File: src/rtl/dbd_pkg.sv
`default_nettype none
package dbd_pkg;

  localparam int unsigned YEAR_W  = 14;
  localparam int unsigned MONTH_W = 4;
  localparam int unsigned DAY_W   = 5;
  localparam int unsigned COUNT_W = 22;
  localparam int unsigned CUM_W   = 9;
  localparam int unsigned Q100_W  = 8;

  localparam logic [YEAR_W-1:0] YEAR_MAX = 14'd9999;

  // floor(x / 100) == (x * RECIP_100) >> RECIP_SHIFT for every 14-bit x
  localparam int unsigned RECIP_W     = 13;
  localparam int unsigned PROD_W      = YEAR_W + RECIP_W;
  localparam int unsigned RECIP_SHIFT = 19;
  localparam logic [RECIP_W-1:0] RECIP_100 = 13'd5243;

  localparam logic [MONTH_W-1:0] MON_JAN = 4'd1;
  localparam logic [MONTH_W-1:0] MON_FEB = 4'd2;
  localparam logic [MONTH_W-1:0] MON_MAR = 4'd3;
  localparam logic [MONTH_W-1:0] MON_APR = 4'd4;
  localparam logic [MONTH_W-1:0] MON_MAY = 4'd5;
  localparam logic [MONTH_W-1:0] MON_JUN = 4'd6;
  localparam logic [MONTH_W-1:0] MON_JUL = 4'd7;
  localparam logic [MONTH_W-1:0] MON_AUG = 4'd8;
  localparam logic [MONTH_W-1:0] MON_SEP = 4'd9;
  localparam logic [MONTH_W-1:0] MON_OCT = 4'd10;
  localparam logic [MONTH_W-1:0] MON_NOV = 4'd11;
  localparam logic [MONTH_W-1:0] MON_DEC = 4'd12;

  localparam logic [COUNT_W-1:0] COUNT_MAX = 22'd3652058;

  typedef struct packed {
    logic s1;
    logic s2;
    logic s3;
  } stage_en_t;

  // Month length; February gets the leap day here.
  function automatic logic [DAY_W-1:0] month_len(input logic [MONTH_W-1:0] m,
                                                 input logic leap);
    logic [DAY_W-1:0] n;
    unique case (m)
      MON_FEB:                             n = leap ? 5'd29 : 5'd28;
      MON_APR, MON_JUN, MON_SEP, MON_NOV:  n = 5'd30;
      default:                             n = 5'd31;
    endcase
    return n;
  endfunction

  // Days in the months before m, common year.
  function automatic logic [CUM_W-1:0] month_cum(input logic [MONTH_W-1:0] m);
    logic [CUM_W-1:0] c;
    unique case (m)
      MON_FEB: c = 9'd31;
      MON_MAR: c = 9'd59;
      MON_APR: c = 9'd90;
      MON_MAY: c = 9'd120;
      MON_JUN: c = 9'd151;
      MON_JUL: c = 9'd181;
      MON_AUG: c = 9'd212;
      MON_SEP: c = 9'd243;
      MON_OCT: c = 9'd273;
      MON_NOV: c = 9'd304;
      MON_DEC: c = 9'd334;
      default: c = 9'd0;
    endcase
    return c;
  endfunction

endpackage
`default_nettype wire

File: src/rtl/dbd_day_num.sv
`default_nettype none
module dbd_day_num
  import dbd_pkg::*;
(
  input  wire logic               clk,
  input  wire stage_en_t          en,
  input  wire logic [YEAR_W-1:0]  year,
  input  wire logic [MONTH_W-1:0] month,
  input  wire logic [DAY_W-1:0]   day,
  output logic [COUNT_W-1:0]      day_num,
  output logic                    date_ok
);

  // stage 1: year - 1, reciprocal products, range checks
  logic [YEAR_W-1:0]  py1_r, y1_r;
  logic [MONTH_W-1:0] m1_r;
  logic [DAY_W-1:0]   d1_r;
  logic               yok1_r, mok1_r;
  logic [PROD_W-1:0]  pyprod1_r, yprod1_r;
  logic [YEAR_W-1:0]  py1_nxt;

  assign py1_nxt = year - YEAR_W'(1);

  always_ff @(posedge clk) begin
    if (en.s1) begin
      py1_r     <= py1_nxt;
      y1_r      <= year;
      m1_r      <= month;
      d1_r      <= day;
      yok1_r    <= (year != '0) && (year <= YEAR_MAX);
      mok1_r    <= (month >= MON_JAN) && (month <= MON_DEC);
      pyprod1_r <= PROD_W'(py1_nxt) * PROD_W'(RECIP_100);
      yprod1_r  <= PROD_W'(year) * PROD_W'(RECIP_100);
    end
  end

  // stage 2: quotients, leap rule, day check, month offset
  logic [Q100_W-1:0]  pyq, yq;
  logic [6:0]         yrem;
  logic               leap;
  logic [DAY_W-1:0]   dim;
  logic [YEAR_W-1:0]  py2_r;
  logic [Q100_W-1:0]  q2_r;
  logic [CUM_W-1:0]   cum2_r;
  logic [DAY_W-1:0]   d2_r;
  logic               ok2_r;

  assign pyq  = pyprod1_r[RECIP_SHIFT +: Q100_W];
  assign yq   = yprod1_r[RECIP_SHIFT +: Q100_W];
  assign yrem = 7'(y1_r - YEAR_W'(yq) * YEAR_W'(100));
  assign leap = (y1_r[1:0] == 2'd0) && ((yrem != 7'd0) || (yq[1:0] == 2'd0));
  assign dim  = month_len(m1_r, leap);

  always_ff @(posedge clk) begin
    if (en.s2) begin
      py2_r  <= py1_r;
      q2_r   <= pyq;
      cum2_r <= month_cum(m1_r) + CUM_W'(leap && (m1_r > MON_FEB));
      d2_r   <= d1_r;
      ok2_r  <= yok1_r && mok1_r && (d1_r != '0) && (d1_r <= dim);
    end
  end

  // stage 3: day number counted from 0001-01-01
  logic [COUNT_W-1:0] num_r;
  logic               ok3_r;

  always_ff @(posedge clk) begin
    if (en.s3) begin
      num_r <= COUNT_W'(py2_r) * COUNT_W'(365) + COUNT_W'(py2_r >> 2)
               - COUNT_W'(q2_r) + COUNT_W'(q2_r >> 2)
               + COUNT_W'(cum2_r) + COUNT_W'(d2_r) - COUNT_W'(1);
      ok3_r <= ok2_r;
    end
  end

  assign day_num = num_r;
  assign date_ok = ok3_r;

endmodule
`default_nettype wire

File: src/rtl/days_between_dates_unit.sv
`default_nettype none
// Day difference between two proleptic Gregorian dates (4/100/400 leap rule).
// Each transaction carries a reference date and an earlier date; the result
// is the number of days from the earlier date to the reference date, with
// tuser high when both dates are valid and the earlier one is not after the
// reference. Otherwise tuser is low and the count is 0. One transaction per
// cycle is accepted while the pipeline is not stalled; each one passes
// through three day number stages per date, run side by side, then the
// subtract/output stage. Stalls back up stage by stage, so the input keeps
// taking transactions while any stage holds a bubble.
module days_between_dates_unit
  import dbd_pkg::*;
(
  input  wire logic        clk,
  input  wire logic        rst_n,
  input  wire logic        in_tvalid,
  output logic             in_tready,
  // [13:0] ref_year, [17:14] ref_month, [22:18] ref_day,
  // [36:23] start_year, [40:37] start_month, [45:41] start_day, [47:46] zero
  input  wire logic [47:0] in_tdata,
  output logic             out_tvalid,
  input  wire logic        out_tready,
  // [21:0] day_count, [23:22] zero
  output logic [23:0]      out_tdata,
  // [0] dates_ok
  output logic [0:0]       out_tuser
);

  logic v1_r, v2_r, v3_r, v4_r;
  logic rdy1, rdy2, rdy3, rdy4;
  stage_en_t en;

  assign rdy4 = !v4_r || out_tready;
  assign rdy3 = !v3_r || rdy4;
  assign rdy2 = !v2_r || rdy3;
  assign rdy1 = !v1_r || rdy2;
  assign in_tready = rdy1;

  assign en.s1 = in_tvalid && rdy1;
  assign en.s2 = v1_r && rdy2;
  assign en.s3 = v2_r && rdy3;

  always_ff @(posedge clk) begin
    if (!rst_n) begin
      v1_r <= 1'b0;
      v2_r <= 1'b0;
      v3_r <= 1'b0;
      v4_r <= 1'b0;
    end else begin
      if (rdy1) v1_r <= in_tvalid;
      if (rdy2) v2_r <= v1_r;
      if (rdy3) v3_r <= v2_r;
      if (rdy4) v4_r <= v3_r;
    end
  end

  logic [COUNT_W-1:0] ref_num, start_num;
  logic               ref_ok, start_ok;

  dbd_day_num u_ref (
    .clk     (clk),
    .en      (en),
    .year    (in_tdata[13:0]),
    .month   (in_tdata[17:14]),
    .day     (in_tdata[22:18]),
    .day_num (ref_num),
    .date_ok (ref_ok)
  );

  dbd_day_num u_start (
    .clk     (clk),
    .en      (en),
    .year    (in_tdata[36:23]),
    .month   (in_tdata[40:37]),
    .day     (in_tdata[45:41]),
    .day_num (start_num),
    .date_ok (start_ok)
  );

  // stage 4: order check and subtract
  logic               ok_nxt;
  logic [COUNT_W-1:0] count_r;
  logic               ok_r;

  assign ok_nxt = ref_ok && start_ok && (start_num <= ref_num);

  always_ff @(posedge clk) begin
    if (v3_r && rdy4) begin
      count_r <= ok_nxt ? (ref_num - start_num) : '0;
      ok_r    <= ok_nxt;
    end
  end

  assign out_tvalid = v4_r;
  assign out_tdata  = {2'b00, count_r};
  assign out_tuser  = ok_r;

  a_flag_zero: assert property (@(posedge clk) disable iff (!rst_n)
    (out_tvalid && !out_tuser[0]) |-> (out_tdata[21:0] == '0))
    else $error("flagged transaction with nonzero count");

  a_count_range: assert property (@(posedge clk) disable iff (!rst_n)
    (out_tvalid && out_tuser[0]) |-> (out_tdata[21:0] <= COUNT_MAX))
    else $error("day count out of range");

  a_ready_bubble: assert property (@(posedge clk) disable iff (!rst_n)
    in_tready |-> !(v1_r && v2_r && v3_r && v4_r && !out_tready))
    else $error("input ready with full stalled pipeline");

  a_full_stall: assert property (@(posedge clk) disable iff (!rst_n)
    (v1_r && v2_r && v3_r && v4_r && !out_tready) |=> v4_r)
    else $error("output lost during stall");

endmodule
`default_nettype wire
File: config.mk
export PLATFORM = sky130hd
export DESIGN_NAME = days_between_dates_unit
export DESIGN_NICKNAME = d
export VERILOG_FILES = /design/src/rtl/dbd_pkg.sv /design/src/rtl/dbd_day_num.sv /design/src/rtl/days_between_dates_unit.sv
export SDC_FILE = /design/constraint.sdc
export NUM_CORES = 2
export LEC_CHECK = 0
export BUFFER_PORTS_ARGS = -buffer_cell sky130_fd_sc_hd__buf_2
export CAP_MARGIN = 10
export CORE_MARGIN = 3
export CORE_UTILIZATION = 60
export CTS_BUF_LIST = sky130_fd_sc_hd__clkbuf_4 sky130_fd_sc_hd__clkbuf_8
export DETAILED_ROUTE_END_ITERATION = 10
export PLACE_DENSITY = 0.88
export SETUP_SLACK_MARGIN = 0.2
export SLEW_MARGIN = 20
export SYNTH_ARGS = -nofsm -noshare
export SYNTH_HDL_FRONTEND = slang
export SYNTH_SLANG_ARGS = --single-unit
File: constraint.sdc
create_clock -name clk -period 11.1 [get_ports clk]
set_input_delay 1.11 -clock clk [delete_from_list [all_inputs] [get_ports clk]]
set_output_delay 1.11 -clock clk [all_outputs]
set_load 0.03 [all_outputs]
After elaboration in Yosys (flattened, before gate mapping). Memory sizes are Yosys's and may differ from the RTL's. A register that Yosys moved wholly into a read port is not among the register bits. Cells that the tools add are included.

Bits in latches: 0. Register bits: 319. Memory bits (read-only): 288. Output and inout port bits: 27. Logic and storage cells: 136. Memories kept: 2. Memory bits (writable): 0.

Divide/modulo/power cells: 0. Reduce and logical (&&, ||, !) cells: 42. Bitwise gates (word level): 0. Add/sub/neg operators: 19. Order comparisons: 11. Shifts and indexed selects: 0. Equal/unequal tests: 10. $mul: 8. Mux-type cells: 8.

Memory list: (name not given) (depth 16, bits a word 9, read ports 1, clocked after Yosys merged registers in 1, write ports 0, line dbd_pkg.sv:55) `unique case (m)`; (name not given) (depth 16, bits a word 9, read ports 1, clocked after Yosys merged registers in 1, write ports 0, line dbd_pkg.sv:55).

Operators by type and width (count): 14-bit by 13-bit multiplier with 27-bit output (second input constant) (4); 22-bit by 12-bit adder with 22-bit output (2); 22-bit by 5-bit adder with 22-bit output (2); 22-bit by 6-bit adder with 22-bit output (2); 22-bit by 9-bit adder with 22-bit output (2); 14-bit by 9-bit multiplier with 22-bit output (second input constant) (2); 22-bit by 1-bit subtractor with 22-bit output (second input constant) (2); 22-bit by 8-bit subtractor with 22-bit output (2); 14-bit <= comparator (second input constant) (2); 14-bit nonzero test (2); 14-bit by 1-bit subtractor with 14-bit output (second input constant) (2); 22-bit <= comparator (1); 22-bit subtractor (1); 1-bit logical AND (20); 5-bit case mux with 2 select lines (2); 9-bit by 1-bit adder with 9-bit output (2); 9-bit two-way mux (2); 4-bit by 3-bit == test with 1-bit output (second input constant) (4); 4-bit == test (second input constant) (4); 8-bit by 5-bit multiplier with 5-bit output (second input constant) (2); 7-bit nonzero test (2); 7-bit subtractor (2); 5-bit <= comparator (2); 5-bit nonzero test (2); other kinds (10) (28).

Depth between registers and ports, before layout.
Depth after elaboration: 9. Gate-level depth with buffers: 28. Mapped depth without buffers: 28.

Modules after synthesis. Synthesis repeated with hierarchy kept, for this count alone.

Cell total of the unflattened synthesis: 3134. Area total of the unflattened synthesis: 33687.3 sq um.

By module, submodules not included: dbd_day_num at u_ref (cells an instance 1443, area each 15746.4 sq um, seq. area each 3333.2 sq um, times used 1); dbd_day_num at u_start (cells an instance 1406, area each 15512.4 sq um, seq. area each 3333.2 sq um, times used 1); days_between_dates_unit (cells an instance 285, area each 2428.6 sq um, seq. area each 770.7 sq um, times used 1).

Worst setup path before layout. OpenSTA, ideal clock, no wires.

Kind: input -> register. Start: in in_tdata[25]. End: reg u_start.pyprod1_r[25] (data pin). Setup slack: 3.588 ns. Data required time: 10.838 ns. Cell stages on the path: 28. Setup time: 0.262 ns. Data arrival time: 7.250 ns. Cell sequence: inv_1 ha_1 a21boi_1 o21ai_0 inv_1 nand2_1 a21boi_0 o21ai_0 a21boi_0 xnor2_1 ha_1 ha_1 inv_1 fa_1 inv_1 fa_1 inv_1 fa_1 inv_1 ha_1 o21ai_0 o21ai_0 a221oi_2 o21ai_0 a31o_2 a2111oi_0 a21oi_1 xor2_1.

Word-level cells in the longest chain between the ends: 2.

RTL lines: from (decl) (line days_between_dates_unit.sv:20) `input wire logic [47:0] in_tdata,`; 14-bit by 1-bit subtractor with 14-bit output (line dbd_day_num.sv:22) `assign py1_nxt = year - YEAR_W'(1);`; via u_start.py1_nxt[13] (line dbd_day_num.sv:20) `logic [YEAR_W-1:0] py1_nxt;`; 14-bit by 13-bit multiplier with 27-bit output (line dbd_day_num.sv:32) `pyprod1_r <= PROD_W'(py1_nxt) * PROD_W'(RECIP_100);`; to (signal assigned) (line dbd_day_num.sv:32); to (decl) (line dbd_day_num.sv:19) `logic [PROD_W-1:0] pyprod1_r, yprod1_r;`.

The timed path passes the listed nets, and every way through them passes these cells. A chain may end at the register's enable or synchronous reset.

Worst setup path in the final report.
Start: in in_tdata[23]. End: reg u_start.pyprod1_r[26] (data pin).

The elaborated chain is that of the path after synthesis.

==> results.ini <==
[drt]
dr.pass1.iters = 5
drc = 0
drt_iter0_markers = 1207
antenna_left = 0
wl_per_cell_um = 16.6
via_count = 20500
wl_um = 63400
vias_per_cell = 5.38

[final_layout]
final_net_count = 4234
syn_to_final_growth_pct = 6.64
drive_above_1_share_pct = 5.90
fin_util_pct = 65.3

[sta]
fin_setup_tns_ps = 0
tightest_slew_ps = 958
fmax_mhz = 127
rsz0062_at_grt = no
worst_clock_skew_ps = 46.5
timing.slew.headroom_pct = 36.1
fin_crit_sh_pct = 71.0
setup-violations-final = 0
drv_slew = 0
layout_min_cycle_time_ps = 7880
finalHoldViolCount = 0
worst_slack_ps = 3220

[run]
maxCapViolCount = 0

[cts]
cts_made_buffers = 43
clockBufferDepth = 3
cts_tree = built
cts.root.buffer_cell = clkbuf_8
htreeDepth = 2
postCtsSetupBuffers = 0
clk_latency_ps = 620
postCtsResizedCells = 0
clkSinkCount = 255
clkTransAtPathRegs_ps = 60
hold_buffers = 0

[place]
gp_congestion = 0.947
dp_worst_setup_slack_ps = 2900
dp_hpwl_um = 53400
io_buffers = 74

[synth]
synth-warning-count = 0
yosysTopAreaCell = ha_1
synth_area_um2 = 32600
synth.distinct_cells = 74
synth_cells = 2969
synthArstFlopShare_pct = 0
yosysSeqAreaShare_pct = 22.8
ys_ff_latch = 255
synth_edf_count = 233
synth_top_flop_cell = edfxtp_1
avgSynthCellArea_um2 = 11.0
synth_top_area_share_pct = 26.0
yosys-top-cells-area = ha_1 (26%), fa_1 (26%), edfxtp_1 (21%), inv_1 (9.3%), xnor2_1 (3.3%)

[power_and_ir_drop]
ir_drop_v = 0.000233
p_switching_mw = 4.05
p_per_area_nw_per_um2 = 252
cellInternalPower_mw = 4.70
seq_power_share_pct = 17.2
clock_power_share_pct = 9.8
leakage_nw = 17.6
switching_share_pct = 46.3
combPwrFrac_pct = 73.0

[setup_path]
start_kind = primary input
cp-end-kind = flip-flop
reg2regPathDepth = 17
path_class = in2reg
timing.critical_path.required_ps = 11450
cp_max_fo = 9
crit_arrival_ps = 8230

[global_routing]
gr-usage-all-layers_pct = 23.3
grt_pass1_wl_um = 107000
grt_remaining_overflow = 0
first_global_vias = 22200
grt_max_degree = 90
antenna_found_initial = 7

[floorplan]
start_util_pct = 61.3
dieArea_um2 = 57100
io_pins = 79
rows = 84
die_h_um = 239
core-area_um2 = 53200
die_x_um = 239

[hold_path]
min_path_type = reg2reg
whs_path_depth = 0

[outcome]
status = finished clean

==> worst paths after layout <==
path | start | end | slack [ps]
worst max-delay path | in_tdata[23] | u_start.pyprod1_r[26]$_DFFE_PP_ | 3220
worst min-delay path | u_start.py1_r[10]$_DFFE_PP_ | u_start.py2_r[10]$_DFFE_PP_ | 420
worst max register to register | u_start.py2_r[5]$_DFFE_PP_ | u_start.day_num[15]$_DFFE_PP_ | 5280
worst min register to register | u_start.py1_r[10]$_DFFE_PP_ | u_start.py2_r[10]$_DFFE_PP_ | 420
==> layer usage <==
metal | vias up | track usage (%) | part of all wire [%]
met5 | - | 0 | 0.043
met4 | 4 | 7.51 | 3.2
met3 | 151 | 3.35 | 4.2
met2 | 454 | 41.0 | 50
met1 | 10100 | 29.8 | 42
li1 | 9781 | - | -
==> cell usage after synthesis (5+ instances only) <==
cell type and n:
nor4_1 6, nand2_1 75, o21ai_0 55, nor2_1 91, and3_1 8, a21o_1 44
inv_1 808, nand2b_1 8, a21boi_0 10, o21bai_1 13, o21ai_1 5, nand3_1 37
edfxtp_1 233, a21oi_1 81, xor2_1 39, xnor2_1 121, nor3_1 18, a211oi_1 15
mux2i_1 6, and2_1 6, nor2b_1 21, fa_1 422, o21a_1 23, dfxtp_1 22
ha_1 676, a31oi_1 6, nand4_1 23, o31ai_1 7
==> power groups by stage <==
| stage | registers [mW] | logic, mW | clock network [mW] |
|---|---|---|---|
| after global placement | 1.52 | 5.95 | 0 |
| after global routing | 1.52 | 7.32 | 0.921 |
| after detailed placement | 1.53 | 6.31 | 0 |
| after floorplan | 1.50 | 4.86 | 0 |
| final | 1.51 | 6.39 | 0.859 |
| after CTS | 1.51 | 6.40 | 0.878 |
==> critical path, cell delays in order <==
cell      delay (ps)
buf_2            170
inv_1            290
ha_1             340
o211ai_1         220
a21boi_0         390
o21ai_0          260
xnor2_1          590
inv_1            320
xnor2_1          210
ha_1             230
o21bai_1         150
ha_1             340
fa_1             500
fa_1             500
inv_1             50
fa_1             470
inv_1             40
ha_1             300
o21a_1           200
a221oi_2         350
o21ai_0          140
a31o_2           300
o31a_1           300
nor4_1           320
nor4bb_1         110
==> final cells by class <==
class | instances | area [um2]
tap | 688 | 861
multi-input combinational | 1897 | 22100
antenna | 6 | 15.0
fill | 3767 | 18400
clock buffer | 64 | 768
inverter | 808 | 3030
sequential | 255 | 7440
clock inverter | 16 | 121
timing repair buffer | 79 | 412
==> registers in the layout (all words and copies together) (netlist names), 8 cells and up, named ones only <==
name,cells
u_start.q2_r,8
u_start.cum2_r,9
u_start.day_num,22
u_ref.cum2_r,9
u_start.py1_r,13
count_r,22
u_start.py2_r,14
u_ref.q2_r,8
u_start.pyprod1_r,9
u_ref.pyprod1_r,9
u_ref.day_num,22
u_ref.py2_r,14
u_ref.py1_r,13
==> kinds of logic after synthesis <==
group | share of synthesized area [%]
and+or+nand+nor | 4.47
AOI/OAI and AO/OA | 6.59
buffers and inverters | 9.47
xor gates and xnor gates | 4.35
other | 0.0115
DFF | 22.8
muxes | 0.380
adders and majority gates | 51.9
==> cells in the final DEF (no fill, tap or decap), types with 15 or more instances in the layout <==
cell type,synthesis,layout
inv_1,808,807
ha_1,676,676
fa_1,422,422
edfxtp_1,233,233
xnor2_1,121,120
nor2_1,91,91
a21oi_1,81,81
nand2_1,75,75
buf_2,3,74
o21ai_0,55,55
clkbuf_8,0,46
a21o_1,44,44
xor2_1,39,39
nand3_1,37,37
nand4_1,23,23
o21a_1,23,23
dfxtp_1,22,22
nor2b_1,21,19
nor3_1,18,18
clkbuf_4,0,18
a211oi_1,15,15
==> metrics by stage <==
step           power, mW  instance area (um2)  std cells  hold slack [ps]
2_1_floorplan       6.37                32600       2970              400
3_3_place_gp        7.47                33800       3727              402
3_5_place_dp        7.84                33800       3727              405
4_1_cts             8.79                34700       3807              418
5_1_grt             9.76                34700       3811              419
6_report            8.76                34700       3813              417
Power figures use the tool's default switching activity.
